### config.mk
export PLATFORM = sky130hd
export DESIGN_NAME = clctq_front
export DESIGN_NICKNAME = d
export VERILOG_FILES = /design/src/rtl/clctq_pkg.sv /design/src/rtl/clctq_front.sv
export SDC_FILE = /design/constraint.sdc
export NUM_CORES = 1
export LEC_CHECK = 0
export BUFFER_PORTS_ARGS = -buffer_cell sky130_fd_sc_hd__buf_2
export CAP_MARGIN = 20
export CORE_UTILIZATION = 26
export CTS_BUF_LIST = sky130_fd_sc_hd__clkbuf_4 sky130_fd_sc_hd__clkbuf_8
export DETAILED_ROUTE_END_ITERATION = 16
export PLACE_DENSITY = 0.54
export SLEW_MARGIN = 20
export SYNTH_ARGS = -nofsm -noshare
export SYNTH_HDL_FRONTEND = slang
export SYNTH_SLANG_ARGS = --single-unit
### constraint.sdc
create_clock -name i_clk -period 5.96 [get_ports i_clk]
set_clock_uncertainty 0.2 [all_clocks]
set_input_delay 0.298 -clock i_clk [delete_from_list [all_inputs] [get_ports i_clk]]
set_output_delay 0.298 -clock i_clk [all_outputs]
set_load 0.005 [all_outputs]
### src/rtl/clctq_pkg.sv
// Shared types, sizes and codes for the clustered timed work queue.
// No dependencies.
package clctq_pkg;

    localparam int MAX_CLUSTERS = 8;
    localparam int QUEUE_DEPTH  = 64;
    localparam int CL_BITS      = $clog2(MAX_CLUSTERS);
    localparam int Q_BITS       = $clog2(QUEUE_DEPTH);
    localparam int CNT_BITS     = Q_BITS + 1;
    localparam int SLOTS        = MAX_CLUSTERS * QUEUE_DEPTH;
    localparam int ADDR_BITS    = CL_BITS + Q_BITS;
    localparam int TOTAL_BITS   = 11;
    localparam int PAY_BITS     = 32;
    localparam int TIME_BITS    = 32;
    localparam int ENTRY_BITS   = PAY_BITS + TIME_BITS;
    localparam int DIV_BITS     = 16;
    localparam int REG_BITS     = 7;

    typedef enum logic [1:0] {
        REQ_PUT  = 2'd0,
        REQ_GET  = 2'd1,
        REQ_TICK = 2'd2,
        REQ_NOP  = 2'd3
    } t_req;

    typedef enum logic [1:0] {
        ST_OK       = 2'd0,
        ST_EMPTY    = 2'd1,
        ST_DROPPED  = 2'd2,
        ST_BAD_CORE = 2'd3
    } t_status;

    localparam logic [1:0] CFG_NUM_CORES    = 2'd0;
    localparam logic [1:0] CFG_CLUSTER_SIZE = 2'd1;

    typedef struct packed {
        logic [1:0]           req_type;
        logic [5:0]           core_index;
        logic [15:0]          random_draw;
        logic [PAY_BITS-1:0]  work_payload;
        logic [TIME_BITS-1:0] ready_time;
    } t_in_item;

    typedef struct packed {
        logic                  got_work;
        logic [PAY_BITS-1:0]   out_payload;
        logic [TIME_BITS-1:0]  out_ready_time;
        logic [1:0]            status;
        logic                  work_available;
        logic                  any_pending;
        logic [TOTAL_BITS-1:0] total_count;
        logic [TIME_BITS-1:0]  current_time;
    } t_out_item;

    typedef struct packed {
        logic [PAY_BITS-1:0]  payload;
        logic [TIME_BITS-1:0] when;
    } t_entry;

    // front to back handoff
    typedef struct packed {
        logic     valid;
        t_in_item item;
    } t_front_out;

endpackage

### src/rtl/clctq_front.sv
// Front end: accepts request transfers into a two-entry queue for the engine.
// Depends on clctq_pkg.
module clctq_front (
    input  logic                  i_clk,
    input  logic                  i_rst_n,
    input  logic                  i_in_valid,
    output logic                  o_in_stall,
    input  clctq_pkg::t_in_item   i_in_item,
    output clctq_pkg::t_front_out o_front,
    input  logic                  i_pop
);

    clctq_pkg::t_in_item r_q [2];
    logic       r_wp;
    logic       r_rp;
    logic [1:0] r_cnt;
    logic       push;
    logic       pop;

    assign o_in_stall = (r_cnt == 2'd2);
    assign push = i_in_valid && !o_in_stall;
    assign pop  = i_pop && (r_cnt != 2'd0);

    always_ff @(posedge i_clk) begin
        if (push) begin
            r_q[r_wp] <= i_in_item;
        end
    end

    always_ff @(posedge i_clk) begin
        if (!i_rst_n) begin
            r_wp  <= 1'b0;
            r_rp  <= 1'b0;
            r_cnt <= 2'd0;
        end else begin
            if (push) r_wp <= ~r_wp;
            if (pop)  r_rp <= ~r_rp;
            r_cnt <= r_cnt + {1'b0, push} - {1'b0, pop};
        end
    end

    assign o_front.valid = (r_cnt != 2'd0);
    assign o_front.item  = r_q[r_rp];

endmodule

Yosys cells after proc, flatten, opt, wreduce, memory -nomap -nowiden:

Memories as Yosys holds them, arrays and structs flattened. A register that Yosys moved wholly into a read port is not among the register bits.
Cells that the tools add are included.

* word-level logic and storage cells: 17
* memory bits (writable): 176
* register bits: 4
* input bits: 92
* memories kept: 1

* reductions and logical operators: 4
* bitwise operators: 2
* equality and inequality tests: 1
* multiplexer cells: 4
* $add $sub $neg: 2

Memories
* r_q: depth 2, bits a word 88, read ports 1, clocked after memory_dff 1, write ports 1, RTL line clctq_front.sv:13 `clctq_pkg::t_in_item r_q [2];`

Operator list (number)
* $mux W1: 4
* $add A2 B1 Y2: 1
* $eq A2 B2 Y1 const B: 1
* $logic_and A1 B1 Y1: 2
* $not A1 Y1: 2
* $reduce_bool A2 Y1: 1
* $sub A2 B1 Y2: 1
* $logic_not A1 Y1: 1

Longest topological paths before layout:

* depth in word-level cells: 5
* mapped depth: 8
* gate-level depth less buffers: 8

Least setup slack after synthesis:

Ideal clock, no wire load.

* kind: flip-flop to flip-flop
* start point: reg r_cnt[0]
* end point: mem r_q[0][0] in the netlist's numbering, enable pin
* setup time: 0.535 ns
* buffers on the path: 0
* slack: 0.978 ns
* required time: 5.225 ns
* arrival time: 4.247 ns
* period minus slack after synthesis: 4.982 ns
* stages on the path, launching flop included: 4
* cell sequence: dfxtp_1 > nand2b_1 > nand2_1 > nor2_1

* cells in the longest elaborated chain, start to end: 5

RTL lines
* start, declared: RTL line clctq_front.sv:16 `logic [1:0] r_cnt;`
* start signal, assigned: RTL line clctq_front.sv:38 `r_cnt <= r_cnt + {1'b0, push} - {1'b0, pop};`
* $eq A2 B2 Y1: RTL line clctq_front.sv:20 `assign o_in_stall = (r_cnt == 2'd2);`
* $logic_not A1 Y1: RTL line clctq_front.sv:21 `assign push = i_in_valid && !o_in_stall;`
* $logic_and A1 B1 Y1: RTL line clctq_front.sv:21
* $mux W1: RTL line clctq_front.sv:25 `if (push) begin`
* $mux W1 (not written as such): RTL line clctq_front.sv:26 `r_q[r_wp] <= i_in_item;`
* end, declared: RTL line clctq_front.sv:13

Every way passes these cells.

==> flow_summary.ini <==
[grt]
first_global_vias = 4087
grt_use_total = 0.1023
antenna_found_initial = 0
grt_remaining_overflow = 0
grt_first_pass_wirelength_microns = 20330
grt_max_degree = 49

[layout]
drive_gt1_frac = 0.5151
syn2layout_area_growth_pct = 37.99
design_area_sq_um = 9190
final_cells = 926
diodes = 0
final_cell_mix = buf_2 (181), edfxtp_1 (176), dlygate4sd3_1 (89)
fin_nets = 677
final_common_cell = buf_2

[routing]
viasPerCell = 3.989
antenna_left = 0
num_vias = 3694
drc_errors = 0
drt_iter0_markers = 100
first_pass_iters = 4
post_drt_wl_per_cell_microns = 14.36
drt-total-wl_microns = 13300

[clock_tree]
clk_path_buf_depth = 2
ctsResizeCount = 0
clock_latency_ps = 450
cts_inserted_buffers = 17
cts_hold_buf = 89
cts.sinks = 181
clock-root-buffer = clkbuf_8
cts_setup_buffers = 0
clkTransAtPathRegs_ps = 90
cts_tree = yes
h-tree-depth = 4

[placed_design]
place_ws_ps = 3363
gp_congestion = 0.6872
dp.cells = 805
io_buffer_count = 181
dpl_cell_area_sq_um = 7963
detailed_place_hpwl_microns = 8158

[setup_path]
cp_slowest_cell = dfxtp_4
cp-start-kind = register
path_cells = buf_4 -> mux2_2 -> buf_2
crit_fanout = 47
r2r-start = r_cnt[0]$_SDFF_PN0_
critPathCaptureType = output port
worstPathRequired_ps = 5460
cpPeakStageDelay_ps = 750
path_class = register to output port
critical_path_buf_inv_count = 2
worstPathArrival_ps = 2510
crit_family = buffers and inverters

[sta]
post-route-min-period_ps = 3010
hold_viol = 0
timing.hold.ws_ps = 77.77
fin_ws_ps = 2950
max_freq_mhz = 332.2
post-route-period-util = 0.5050
setup_violations = 0
tns_ps = 0
worst_pin_slew_ps = 707.4
slew_viol_final = 0
relSlewSlack = 0.5284
rsz0062_at_grt = no

[logic_synthesis]
syn_inst = 300
synth_nets = 394
yosysSeqAreaShare = 0.8086
postSynthAreaPerCell_sq_um = 22.20
netlist_area_sq_um = 6660
ys_ff_latch = 181
ys_warn_count = 0
synth_cell_types = 18

[flow_run]
max_cap_violations = 0

[floorplan]
die_x_microns = 162.1
dieArea_sq_um = 26260
core_sq_um = 25180
ioPinCount = 182
die_h_microns = 162.1
start_util = 0.2645
rows = 58

[pwr]
power_density_nw_per_um2 = 345.3
ir_worst_vdd_mv = 0.2326
p_leak_nw = 3.441

[worst_hold_path]
hold_start = i_in_valid
hold_class = input port to register

[status]
status = completed
[state kept, by name, summed over array words and instances, names as in the netlist, named ones only]
name,count
r_cnt,2
r_q,176
r_rp,1
r_wp,1
[metal layers]
metal | part of all wire | global-route usage
met5 | 0 | 0
met1 | 0.44 | 0.1138
met2 | 0.50 | 0.1845
met3 | 0.046 | 0.02630
met4 | 0.015 | 0.04288
[cell families (layout without fill, tap and decap cells)]
kind of cell,Yosys count,after routing,share of synthesized area
buffers and inverters,13,309,0.01296
AOI/OAI and AO/OA,1,1,0.001128
muxes,89,89,0.1616
DFF,181,181,0.8086
adders and majority gates,2,2,0.003757
xor gates and xnor gates,3,3,0.003946
and+or+nand+nor,11,11,0.008079
[through the flow]
| step | util | total power, mW |
|---|---|---|
| 2_1_floorplan | - | 2.144 |
| 3_3_place_gp | 0.3154 | 2.418 |
| 3_5_place_dp | 0.3162 | 2.447 |
| 4_1_cts | 0.3650 | 3.243 |
| 5_1_grt | 0.3650 | 3.351 |
| 6_report | 0.3650 | 3.173 |
[synthesized netlist by cell type, drive strengths merged]
| master | number | share of area |
|---|---|---|
| xor2 | 1 | 0.0013 |
| mux2i | 1 | 0.0015 |
| o21a | 1 | 0.0011 |
| nand2 | 2 | 0.0011 |
| edfxtp | 176 | 0.79 |
| and3 | 1 | 0.00094 |
| mux2 | 88 | 0.16 |
| xnor2 | 2 | 0.0026 |
| buf | 10 | 0.011 |
| nand2b | 2 | 0.0019 |
| and2 | 1 | 0.00094 |
| dfxtp | 5 | 0.015 |
| inv | 3 | 0.0017 |
| nor2 | 4 | 0.0023 |
| ha | 2 | 0.0038 |
| or2 | 1 | 0.00094 |
[final timing paths]
kind	endpoint	slack, ps	depth (start not counted)
setup / recovery	o_front[2]	2950	3
hold / removal	r_wp$_SDFFE_PN0N_	80	3
setup reg to reg	r_q[0][21]$_DFFE_PP_	3550	4
hold reg to reg	r_rp$_SDFFE_PN0P_	330	2
[where the power goes]
part	switching, mW	internal [mW]	total, mW
clock	0.447	0.289	0.735
combinational	0.338	0.424	0.762
sequential	0.0793	1.60	1.68
total	0.864	2.31	3.17
[area by class of cell]
cell class	count	area (sq um)
inverters	3	11.26
well taps	330	412.9
fillers	2366	15990
multi-input cells	106	1201
clock buffers	17	234.0
flip-flops and latches	181	5389
clock inverters	15	102.6
repair buffers	274	1839
[worst register-to-register path, delay by kind of cell (launching register included)]
family	cells	cell delay (ps)
and+or+nand+nor	3	790
buffers and inverters	1	650
DFF	1	370
Power figures use the tool's default switching activity.
